==> src/hdl/hvb_pkg.sv <==
package hvb_pkg;

  typedef enum logic [1:0] {
    OP_ALPHA_ONE  = 2'd0,
    OP_ALPHA_IN   = 2'd1,
    OP_ALPHA_LOW  = 2'd2,
    OP_TIMES_FOUR = 2'd3
  } opcode_t;

  localparam logic [7:0] GAIN_RESET = 8'd22;
  localparam int unsigned NUM_CELLS = 8;

  typedef struct packed {
    logic [7:0]  alpha;
    logic        gray;
    logic [15:0] prod;
    logic [15:0] rem_s;
    logic [15:0] dsh_s;
    logic [7:0]  q_s;
    logic [18:0] rem_h;
    logic [18:0] dsh_h;
    logic [7:0]  q_h;
  } div_word_t;

endpackage

==> src/hdl/hvb_if.sv <==
interface hvb_in_if;
  logic        valid;
  logic        ready;
  logic [1:0]  opcode;
  logic [31:0] color_word;
  logic [7:0]  alpha_in;
  modport source(output valid, opcode, color_word, alpha_in, input ready);
  modport sink(input valid, opcode, color_word, alpha_in, output ready);
endinterface

interface hvb_out_if;
  logic       valid;
  logic       ready;
  logic [7:0] out_alpha;
  logic [7:0] out_red;
  logic [7:0] out_green;
  logic [7:0] out_blue;
  modport source(output valid, out_alpha, out_red, out_green, out_blue, input ready);
  modport sink(input valid, out_alpha, out_red, out_green, out_blue, output ready);
endinterface

==> src/hdl/hvb_front.sv <==
module hvb_front (
  input  logic                clk,
  input  logic                rst,
  hvb_in_if.sink              src,
  input  logic [7:0]          gain,
  output logic                dn_valid,
  input  logic                dn_ready,
  output hvb_pkg::div_word_t  dn_word
);
  import hvb_pkg::*;

  logic [7:0]         r8, g8, b8, mx, mn, d, alpha;
  logic [11:0]        d6;
  logic signed [11:0] sr, sg, sb, sd, six;
  div_word_t          word_next;

  always_comb begin
    if (opcode_t'(src.opcode) == OP_TIMES_FOUR) begin
      r8 = {src.color_word[29:24], 2'b00};
      g8 = {src.color_word[21:16], 2'b00};
      b8 = {src.color_word[13:8], 2'b00};
    end else begin
      r8 = src.color_word[31:24];
      g8 = src.color_word[23:16];
      b8 = src.color_word[15:8];
    end
    unique case (opcode_t'(src.opcode))
      OP_ALPHA_IN:  alpha = src.alpha_in;
      OP_ALPHA_LOW: alpha = src.color_word[7:0];
      default:      alpha = 8'hFF;
    endcase
    mx = r8;
    mn = r8;
    if (g8 > mx) mx = g8;
    if (b8 > mx) mx = b8;
    if (g8 < mn) mn = g8;
    if (b8 < mn) mn = b8;
    d  = mx - mn;
    d6 = 12'(d) * 12'd6;
    sr = $signed({4'b0000, r8});
    sg = $signed({4'b0000, g8});
    sb = $signed({4'b0000, b8});
    sd = $signed({4'b0000, d});
    if (r8 == mx) begin
      six = sg - sb;
      if (six < 0) six = six + $signed(d6);
    end else if (g8 == mx) begin
      six = (sd <<< 1) + sb - sr;
    end else begin
      six = (sd <<< 2) + sr - sg;
    end
    word_next.alpha = alpha;
    word_next.gray  = (d == 8'd0);
    word_next.prod  = 16'(mx) * 16'(gain);
    word_next.rem_s = 16'(d) * 16'd255;
    word_next.dsh_s = 16'(mx) << 7;
    word_next.q_s   = 8'd0;
    word_next.rem_h = 19'(six[10:0]) * 19'd255;
    word_next.dsh_h = 19'(d6) << 7;
    word_next.q_h   = 8'd0;
  end

  assign src.ready = !dn_valid || dn_ready;

  always_ff @(posedge clk) begin
    if (rst) begin
      dn_valid <= 1'b0;
    end else if (src.ready) begin
      dn_valid <= src.valid;
    end
    if (src.ready && src.valid) begin
      dn_word <= word_next;
    end
  end
endmodule

==> src/hdl/hvb_div_cell.sv <==
module hvb_div_cell (
  input  logic                clk,
  input  logic                rst,
  input  logic                up_valid,
  output logic                up_ready,
  input  hvb_pkg::div_word_t  up_word,
  output logic                dn_valid,
  input  logic                dn_ready,
  output hvb_pkg::div_word_t  dn_word
);
  import hvb_pkg::*;

  div_word_t word_next;
  logic      bit_s, bit_h;

  always_comb begin
    word_next = up_word;
    bit_s = up_word.rem_s >= up_word.dsh_s;
    bit_h = up_word.rem_h >= up_word.dsh_h;
    if (bit_s) word_next.rem_s = up_word.rem_s - up_word.dsh_s;
    if (bit_h) word_next.rem_h = up_word.rem_h - up_word.dsh_h;
    word_next.q_s   = {up_word.q_s[6:0], bit_s};
    word_next.q_h   = {up_word.q_h[6:0], bit_h};
    word_next.dsh_s = up_word.dsh_s >> 1;
    word_next.dsh_h = up_word.dsh_h >> 1;
  end

  assign up_ready = !dn_valid || dn_ready;

  always_ff @(posedge clk) begin
    if (rst) begin
      dn_valid <= 1'b0;
    end else if (up_ready) begin
      dn_valid <= up_valid;
    end
    if (up_ready && up_valid) begin
      dn_word <= word_next;
    end
  end
endmodule

==> src/hdl/hvb_back.sv <==
module hvb_back (
  input  logic                clk,
  input  logic                rst,
  input  logic                up_valid,
  output logic                up_ready,
  input  hvb_pkg::div_word_t  up_word,
  hvb_out_if.source           dst
);
  import hvb_pkg::*;

  typedef struct packed {
    logic [7:0] alpha;
    logic       gray;
    logic [2:0] sec;
    logic [7:0] f;
    logic [7:0] s;
    logic [7:0] v;
  } st1_t;

  typedef struct packed {
    logic [7:0]  alpha;
    logic        gray;
    logic [2:0]  sec;
    logic [7:0]  v;
    logic [15:0] sf;
    logic [15:0] sfc;
    logic [15:0] lonum;
  } st2_t;

  typedef struct packed {
    logic [7:0]  alpha;
    logic        gray;
    logic [2:0]  sec;
    logic [7:0]  v;
    logic [23:0] xa;
    logic [23:0] xb;
    logic [7:0]  lo;
  } st3_t;

  typedef struct packed {
    logic [7:0]  alpha;
    logic        gray;
    logic [2:0]  sec;
    logic [7:0]  v;
    logic [7:0]  lo;
    logic [15:0] ta;
    logic [15:0] tb;
  } st4_t;

  logic [4:0] vld;
  logic [5:0] rdy;
  st1_t s1, s1_next;
  st2_t s2, s2_next;
  st3_t s3, s3_next;
  st4_t s4, s4_next;
  logic [7:0]  ro_next, go_next, bo_next, dn, up;
  logic [10:0] h6;
  logic [31:0] vm, lm, da, db;
  logic [55:0] pa, pb;
  logic [15:0] ya, yb;

  always_comb begin
    rdy[5] = dst.ready;
    for (int k = 4; k >= 0; k--) begin
      rdy[k] = !vld[k] || rdy[k + 1];
    end
  end
  assign up_ready = rdy[0];

  always_comb begin
    h6 = 11'(up_word.q_h) * 11'd6;
    if (h6 >= 11'd1275)      s1_next.sec = 3'd5;
    else if (h6 >= 11'd1020) s1_next.sec = 3'd4;
    else if (h6 >= 11'd765)  s1_next.sec = 3'd3;
    else if (h6 >= 11'd510)  s1_next.sec = 3'd2;
    else if (h6 >= 11'd255)  s1_next.sec = 3'd1;
    else                     s1_next.sec = 3'd0;
    s1_next.f     = 8'(h6 - 11'(s1_next.sec) * 11'd255);
    s1_next.alpha = up_word.alpha;
    s1_next.gray  = up_word.gray;
    s1_next.s     = up_word.q_s;
    vm = 32'(up_word.prod) * 32'h0000CCCD;
    s1_next.v = (up_word.prod >= 16'd2560) ? 8'd255 : vm[26:19];

    s2_next.alpha = s1.alpha;
    s2_next.gray  = s1.gray;
    s2_next.sec   = s1.sec;
    s2_next.v     = s1.v;
    s2_next.sf    = 16'(s1.s) * 16'(s1.f);
    s2_next.sfc   = 16'(s1.s) * 16'(8'd255 - s1.f);
    s2_next.lonum = 16'(s1.v) * 16'(8'd255 - s1.s);

    ya = 16'd65025 - s2.sf;
    yb = 16'd65025 - s2.sfc;
    lm = 32'(s2.lonum) * 32'h00008081;
    s3_next.alpha = s2.alpha;
    s3_next.gray  = s2.gray;
    s3_next.sec   = s2.sec;
    s3_next.v     = s2.v;
    s3_next.xa    = 24'(s2.v) * 24'(ya);
    s3_next.xb    = 24'(s2.v) * 24'(yb);
    s3_next.lo    = lm[30:23];

    pa = 56'(s3.xa) * 56'h0080808081;
    pb = 56'(s3.xb) * 56'h0080808081;
    s4_next.alpha = s3.alpha;
    s4_next.gray  = s3.gray;
    s4_next.sec   = s3.sec;
    s4_next.v     = s3.v;
    s4_next.lo    = s3.lo;
    s4_next.ta    = pa[54:39];
    s4_next.tb    = pb[54:39];

    da = 32'(s4.ta) * 32'h00008081;
    db = 32'(s4.tb) * 32'h00008081;
    dn = da[30:23];
    up = db[30:23];
    case (s4.sec)
      3'd0: begin ro_next = s4.v;  go_next = up;    bo_next = s4.lo; end
      3'd1: begin ro_next = dn;    go_next = s4.v;  bo_next = s4.lo; end
      3'd2: begin ro_next = s4.lo; go_next = s4.v;  bo_next = up;    end
      3'd3: begin ro_next = s4.lo; go_next = dn;    bo_next = s4.v;  end
      3'd4: begin ro_next = up;    go_next = s4.lo; bo_next = s4.v;  end
      default: begin ro_next = s4.v; go_next = s4.lo; bo_next = dn; end
    endcase
    if (s4.gray) begin
      ro_next = s4.v;
      go_next = s4.v;
      bo_next = s4.v;
    end
  end

  always_ff @(posedge clk) begin
    if (rst) begin
      vld <= '0;
    end else begin
      if (rdy[0]) vld[0] <= up_valid;
      for (int k = 1; k < 5; k++) begin
        if (rdy[k]) vld[k] <= vld[k - 1];
      end
    end
    if (rdy[0] && up_valid) s1 <= s1_next;
    if (rdy[1] && vld[0])   s2 <= s2_next;
    if (rdy[2] && vld[1])   s3 <= s3_next;
    if (rdy[3] && vld[2])   s4 <= s4_next;
    if (rdy[4] && vld[3]) begin
      dst.out_alpha <= s4.alpha;
      dst.out_red   <= ro_next;
      dst.out_green <= go_next;
      dst.out_blue  <= bo_next;
    end
  end

  assign dst.valid = vld[4];

  a_reset_empty: assert property (@(posedge clk) rst |=> !dst.valid)
    else $error("output valid after reset");
  a_low_below_value: assert property (@(posedge clk) disable iff (rst)
    vld[3] |-> s4.lo <= s4.v)
    else $error("low channel above value");
  a_ramp_range: assert property (@(posedge clk) disable iff (rst)
    vld[3] |-> (s4.ta <= 16'd65025 && s4.tb <= 16'd65025))
    else $error("ramp quotient out of range");
endmodule

==> src/hdl/hsv_value_boost_color.sv <==
// Brightness boost of RGBA words: R,G,B go to 8-bit HSV, V is
// scaled by gain_tenths/10 and clipped at 255, and the color goes back to RGB
// with exact truncating arithmetic. opcode picks the alpha byte (255, alpha_in
// or the word's low byte) or pre-scales the components by 4. Throughput is one
// word per cycle unless dst stalls. One input stage and eight divider cells,
// each settling one quotient bit of saturation and hue, feed five multiply
// and channel-select stages. Write gain_tenths (reset 22) only while idle.
module hsv_value_boost_color (
  input  logic        clk,
  input  logic        rst,
  input  logic        cfg_we,
  input  logic [7:0]  cfg_data,
  hvb_in_if.sink      src,
  hvb_out_if.source   dst
);
  import hvb_pkg::*;

  logic [7:0]  gain;
  logic        cv [NUM_CELLS + 1];
  logic        cr [NUM_CELLS + 1];
  div_word_t   cw [NUM_CELLS + 1];

  always_ff @(posedge clk) begin
    if (rst) begin
      gain <= GAIN_RESET;
    end else if (cfg_we) begin
      gain <= cfg_data;
    end
  end

  hvb_front u_front (
    .clk(clk), .rst(rst), .src(src), .gain(gain),
    .dn_valid(cv[0]), .dn_ready(cr[0]), .dn_word(cw[0])
  );

  for (genvar i = 0; i < NUM_CELLS; i++) begin : g_cell
    hvb_div_cell u_cell (
      .clk(clk), .rst(rst),
      .up_valid(cv[i]), .up_ready(cr[i]), .up_word(cw[i]),
      .dn_valid(cv[i + 1]), .dn_ready(cr[i + 1]), .dn_word(cw[i + 1])
    );
  end

  hvb_back u_back (
    .clk(clk), .rst(rst),
    .up_valid(cv[NUM_CELLS]), .up_ready(cr[NUM_CELLS]), .up_word(cw[NUM_CELLS]),
    .dst(dst)
  );
endmodule
==> src/flat_wrapper.sv <==
// flat-port wrapper written by rule: the top's interface ports become plain ports
module hsv_value_boost_color_flat import hvb_pkg::*;
  (clk, rst, cfg_we, cfg_data, src_valid, src_opcode, src_color_word, src_alpha_in, src_ready, dst_valid, dst_out_alpha, dst_out_red, dst_out_green, dst_out_blue, dst_ready);
  hvb_in_if src_i ();
  hvb_out_if dst_i ();
  input  logic clk;
  input  logic rst;
  input  logic cfg_we;
  input  logic [7:0] cfg_data;
  input wire logic [$bits(src_i.valid)-1:0] src_valid;
  input wire logic [$bits(src_i.opcode)-1:0] src_opcode;
  input wire logic [$bits(src_i.color_word)-1:0] src_color_word;
  input wire logic [$bits(src_i.alpha_in)-1:0] src_alpha_in;
  output wire logic [$bits(src_i.ready)-1:0] src_ready;
  output wire logic [$bits(dst_i.valid)-1:0] dst_valid;
  output wire logic [$bits(dst_i.out_alpha)-1:0] dst_out_alpha;
  output wire logic [$bits(dst_i.out_red)-1:0] dst_out_red;
  output wire logic [$bits(dst_i.out_green)-1:0] dst_out_green;
  output wire logic [$bits(dst_i.out_blue)-1:0] dst_out_blue;
  input wire logic [$bits(dst_i.ready)-1:0] dst_ready;
  assign src_i.valid = src_valid;
  assign src_i.opcode = src_opcode;
  assign src_i.color_word = src_color_word;
  assign src_i.alpha_in = src_alpha_in;
  assign src_ready = src_i.ready;
  assign dst_valid = dst_i.valid;
  assign dst_out_alpha = dst_i.out_alpha;
  assign dst_out_red = dst_i.out_red;
  assign dst_out_green = dst_i.out_green;
  assign dst_out_blue = dst_i.out_blue;
  assign dst_i.ready = dst_ready;
  hsv_value_boost_color u_core (.clk(clk), .rst(rst), .cfg_we(cfg_we), .cfg_data(cfg_data), .src(src_i), .dst(dst_i));
endmodule
==> config.mk <==
export PLATFORM = sky130hd
export DESIGN_NAME = hsv_value_boost_color_flat
export DESIGN_NICKNAME = d
export VERILOG_FILES = /design/src/hdl/hvb_pkg.sv /design/src/hdl/hvb_if.sv /design/src/hdl/hvb_front.sv /design/src/hdl/hvb_div_cell.sv /design/src/hdl/hvb_back.sv /design/src/hdl/hsv_value_boost_color.sv /design/src/flat_wrapper.sv
export SDC_FILE = /design/constraint.sdc
export NUM_CORES = 2
export LEC_CHECK = 0
export BUFFER_PORTS_ARGS = -buffer_cell sky130_fd_sc_hd__buf_2
export CAP_MARGIN = 10
export CORE_AREA = 4 4 401 403
export CTS_CLUSTER_DIAMETER = 60
export CTS_CLUSTER_SIZE = 16
export DETAILED_ROUTE_END_ITERATION = 12
export DIE_AREA = 0 0 405 407
export MAX_ROUTING_LAYER = met4
export PLACE_DENSITY = 0.61
export SYNTH_ARGS = -nofsm -noshare
export SYNTH_HDL_FRONTEND = slang
export SYNTH_SLANG_ARGS = --single-unit
==> constraint.sdc <==
create_clock -name clk -period 21.1 [get_ports clk]
set_input_delay 3.165 -clock clk [delete_from_list [all_inputs] [get_ports clk]]
set_output_delay 3.165 -clock clk [all_outputs]
set_load 0.01 [all_outputs]
# Yosys cells after proc, flatten, opt, wreduce, memory -nomap -nowiden

Cells that the tools add are included.

Output and inout port bits: 34
Input port bits: 55
Logic and storage cells: 284
Flip-flop bits (word level): 1015

Eq/ne operators: 9
Order comparisons: 27
Reductions and logical operators: 48
Add/subtract/negate cells: 26
Muxes and demuxes: 36
Multiply operators: 17

Operator list:

| operator                 | count |
|---|---|
| $mux W19                 | 7 |
| $mux W16                 | 7 |
| $mul A24 B32 Y55 const B | 2 |
| $mul A16 B16 Y31 const B | 3 |
| $mux W8                  | 10 |
| $pmux W8 S3              | 3 |
| $mul A8 B16 Y24          | 2 |
| $mux W11                 | 3 |
| $mul A8 B8 Y16           | 2 |
| $mul A9 B9 Y16           | 2 |
| $sub A16 B16 Y16 const A | 2 |
| $mul A16 B16 Y27 const B | 1 |
| $ge A11 B10 Y1 const B   | 2 |
| $mul A8 B2 Y10 const B   | 2 |
| $ge A19 B11 Y1           | 1 |
| $ge A19 B12 Y1           | 1 |
| $ge A19 B13 Y1           | 1 |
| $ge A19 B14 Y1           | 1 |
| $ge A19 B15 Y1           | 1 |
| $ge A19 B16 Y1           | 1 |
| $ge A19 B17 Y1           | 1 |
| $ge A19 B18 Y1           | 1 |
| $mul A11 B8 Y19 const B  | 1 |
| $sub A19 B12 Y19         | 1 |
| other kinds (54)         | 105 |

# Depth between registers and ports, before layout

Word-level depth: 16
Gate-level depth with buffers: 62
Depth with buffers taken out: 59

# Hierarchy

Synthesis repeated with hierarchy kept, for this count alone.

Cell total of the unflattened synthesis: 8778
Area total of the unflattened synthesis: 98049.0 sq um

By module, submodules not included:

| module                | instances | cells an instance | area an instance (sq um) |
|---|---|---|---|
| hvb_div_cell          | 8         | 457               | 5829.3 |
| hvb_back              | 1         | 3744              | 38328.0 |
| hvb_front             | 1         | 1352              | 12789.8 |
| hsv_value_boost_color | 1         | 26                | 296.5 |

# Worst setup path after synthesis

Ideal clock, no wire load.

Path type: input-to-reg
Start point: input port src_opcode[0]
End point: register u_core.u_front.dn_word[45] (netlist name), data pin
Data arrival time: 15.827 ns
Required time: 20.840 ns
Cell stages on the path: 57
Path buffers: 4
Path slack: 5.013 ns
Cells stage by stage: ha_1 buf_1 mux2i_1 inv_1 ha_1 nand2_1 o21a_1 and4_4 nor2_1 clkbuf_1 a21oi_1 inv_1 ha_1 a21o_1 a21o_1 a21o_1 a21oi_1 o311a_1 [... 21 more ...] fa_1 fa_1 inv_1 fa_1 inv_1 ha_1 inv_1 o21ai_0 a21oi_1 o21ai_0 a21oi_1 o21ai_0 a21oi_1 o21bai_1 a21oi_1 o21bai_1 a21oi_1 xnor2_1

RTL lines:

| item                   | line               | RTL |
|---|---|---|
| start: declaration     | flat_wrapper.sv:11 | `input wire logic [$bits(src_i.opcode)-1:0] src_opcode;` |
| end signal: assignment | hvb_front.sv:72    | `dn_word <= word_next;` |
| end: declaration       | hvb_front.sv:8     | `output hvb_pkg::div_word_t dn_word` |

==> summary.md <==
| Metric | Value |
|---|---|
| Clk sinks | 999 |
| Synth top area share | 37.44% |
| Final hold vios | 0 |
| Pre-Repair DR Iteration Count | 5 |
| Post-Syn Instances | 7,019 |
| Nets | 8,879 |
| Cell taking the most area after synthesis | edfxtp_1 |
| Critical path endpoint category | flop |
| Clock buffer depth | 3 |
| # IOs | 89 |
| Yosys warning count | 0 |
| Clock skew | 0.06719 ns |
| Critical-path cell with the highest stage delay | nor2_1 |
| CP endpoint | u_core.u_front.dn_word[45] |
| Worst Hold Class | flop to flop |
| H-tree depth | 3 |
| Worst Path Required | 21.59 ns |
| Antenna violations before repair | 2 |
| Worst r2r src | u_core.u_back.s2[33] |
| Worst-Skew Late Latency | 0.74 ns |
| Synth Area in Adders | 32.01% |
| Core Rows | 146 |
| RSZ-0062 raised after global routing | false |
| Reg2Reg Depth | 23 |
| Die Wd | 405 µm |
| Crit path from | src_opcode[1] |
| Post-Synth XOR/XNOR Area | 4.350% |
| Routed vias | 49.08k |
| GPL Wtd Cong | 0.9087 |
| Cell mode on critical path | a21oi_1 |
| Max_slew headroom | 26.14% |
| Post-DP HPWL | 131,300 µm |
| Worst r2r dst | u_core.u_back.s3[55] |
| Number of enable flip-flop cells after synthesis | 977 |
| Main synth FF type | edfxtp_1 |
| Most frequent cells in the layout | inv_1, ha_1, edfxtp_1 |
| Drt initial violations | 2,330 |
| Min Tclk post-route | 18.51 ns |
| Most common cell after layout, fill and taps aside | inv_1 |
| Synth Cell Area | 78,350 µm² |
| GRT Resource Usage Total | 21.08% |
| Slew of the pin with the lowest slew margin | 1.108 ns |
| Largest net degree at the start of global routing | 85 |
| Initial Utilization | 49.76% |
| Post-CTS sizing | 0 |
| Largest fanout on the critical path | 19 |
| Top cells by area, synth | edfxtp_1, ha_1, fa_1, inv_1, xnor2_1 |
| Largest family of logic cells by synthesized area | adder cells |
| Clock-pin transition on the worst setup and hold timing paths | 0.07 ns |
| FMAX | 54.04 MHz |
| CTS buffer count | 98 |
| Post-DR wirelength/cell | 17.59 µm |
| Post-synth ARST share | 0% |
| Final setup fails | 0 |
| Mux share of post-synthesis cell area | 1.080% |
| Mean Syn Cell Area | 11.16 µm² |
| Setup tns final | 0 ns |
| Post-synthesis compound-gate area fraction | 8.251% |
| Post-CTS Setup Bufs | 0 |
| Period utilisation layout | 87.70% |
| Netlist cell types | 98 |
| Synthesis-to-layout area growth | 8.245% |
| Final WL | 163,300 µm |
| GR Overflow Total | 0 |
| Yosys reg bits | 999 |
| Drt drc | 0 |
| Port Buffers | 88 |
| Final Max Tran Viols | 0 |
| Max incr delay on CP | 0.84 ns |
| CORE AREA | 157,500 µm² |
| CTS tree | done |
| Critical setup path kind | input port to flop |
| First-pass GRT wire length | 271,000 µm |
| Antenna viol nets, final | 0 |
| Maxcap violations | 0 |
| Critical path launch point type | input port |
| Syn nets | 8,761 |
| Post-Synth Simple-Gate Area | 9.987% |
| Post-CTS Hold Buffers | 0 |
| Total die area | 164,800 µm² |
| Share of cells above drive strength 1 | 5.297% |
| Status | finished clean |
| Vias per cell | 5.286 |
| Root Buffer | clkbuf_16 |
| Setup slack, reg-to-reg | 13.73 ns |
| Seq/Total Area, Yosys | 38.01% |
| Vias in the first global route | 51.72k |
| Die Y-Extent | 407 µm |
| Arrival time worst endpoint | 18.99 ns |
## sequential cells by signal, summed over array words and instances, names as in the netlist
signal	flops
u_core.g_cell.u_cell.dn_valid	8
u_core.g_cell.u_cell.dn_word	630
u_core.gain	8
u_core.u_back.dst.out_alpha	8
u_core.u_back.dst.out_blue	8
u_core.u_back.dst.out_green	8
u_core.u_back.dst.out_red	8
u_core.u_back.s1	35
u_core.u_back.s2	68
u_core.u_back.s3	76
u_core.u_back.s4	60
u_core.u_back.vld	5
u_core.u_front.dn_valid	1
u_core.u_front.dn_word	76
## critical path, delay by kind of cell
| kind | cells | cell delay [ns] |
|---|---|---|
| multiplexers | 2 | 1.11 |
| XOR/XNOR | 3 | 0.79 |
| adder cells (fa/ha/maj) | 11 | 4.75 |
| AND/OR/NAND/NOR | 5 | 1.22 |
| buffers and inverters | 8 | 1.15 |
| AO/OA/AOI/OAI | 25 | 6.77 |
## synth_stat cells, types with 10 or more instances
| library cell | count |
|---|---|
| a2111oi_0 | 11 |
| a211oi_1 | 22 |
| a21boi_0 | 27 |
| a21o_1 | 151 |
| a21oi_1 | 311 |
| a221o_1 | 11 |
| a31o_2 | 10 |
| a31oi_1 | 22 |
| and2_1 | 206 |
| and3_1 | 25 |
| clkbuf_1 | 105 |
| dfxtp_1 | 22 |
| edfxtp_1 | 977 |
| fa_1 | 525 |
| ha_1 | 1162 |
| inv_1 | 1178 |
| mux2_2 | 26 |
| mux2i_1 | 47 |
| nand2_1 | 430 |
| nand2b_1 | 116 |
| nand3_1 | 61 |
| nand4_1 | 52 |
| nor2_1 | 295 |
| nor2b_1 | 172 |
| nor3_1 | 93 |
| nor3b_1 | 11 |
| nor4_1 | 25 |
| o211ai_1 | 13 |
| o21a_1 | 20 |
| o21ai_0 | 220 |
| o21bai_1 | 50 |
| o22ai_1 | 11 |
| o31ai_1 | 32 |
| or3_1 | 11 |
| or4_1 | 11 |
| xnor2_1 | 261 |
| xor2_1 | 120 |
## final cells by class
type	count	area [µm²]
Timing Repair Buffer	139	823.3
Inverter	1186	4452
Antenna cell	1	2.502
Clock inverter	64	893.4
Sequential cell	999	29780
Fill cell	13606	72650
Tap cell	2072	2592
Clock buffer	111	2501
Multi-Input combinational cell	4713	43770
## logic make-up after synthesis
kind of cell,Yosys count
adders and majority gates,1690
and+or+nand+nor,1551
buffers and inverters,1307
AOI/OAI and AO/OA,1010
DFF,999
xor gates and xnor gates,385
muxes,77
## how the worst min path moves through the flow
stage | from | endpoint | cells past startpoint
after floorplan | u_core.u_front.dn_word[100] | u_core.g_cell[0].u_cell.dn_word[100] | 0
after global placement | u_core.g_cell[5].u_cell.dn_word[94] | u_core.g_cell[6].u_cell.dn_word[94] | 0
after detailed placement | u_core.u_front.dn_word[88] | u_core.g_cell[0].u_cell.dn_word[88] | 0
after CTS | u_core.g_cell[5].u_cell.dn_word[100] | u_core.g_cell[6].u_cell.dn_word[100] | 0
after global routing | u_core.g_cell[6].u_cell.dn_word[91] | u_core.g_cell[7].u_cell.dn_word[91] | 0
final | u_core.g_cell[5].u_cell.dn_word[100] | u_core.g_cell[6].u_cell.dn_word[100] | 0
## routing by layer
layer,vias up,share of wire [%],GRT usage [%]
met5,-,0,-
met4,0,2.8,6.005
met3,234,3.0,2.261
met2,673,51,37.58
met1,23969,43,25.42
li1,24203,-,-
## per-stage QoR
step | area, µm² | setup slack (ns) | hold WS (ns) | instances | util, %
3_5_place_dp | 81410 | 1.914 | 0.4045 | 9109 | 51.70
6_report | 84810 | 2.594 | 0.4086 | 9285 | 53.86
5_1_grt | 84810 | 1.575 | 0.4171 | 9285 | 53.86
3_3_place_gp | 81410 | 2.309 | 0.4005 | 9109 | 51.70
2_1_floorplan | 78350 | 5.013 | 0.4003 | 7019 | -
4_1_cts | 84810 | 2.737 | 0.4151 | 9284 | 53.86
Power is not shown: default switching activity piles up to over one toggle a cycle in this logic, so the estimate is an artifact.
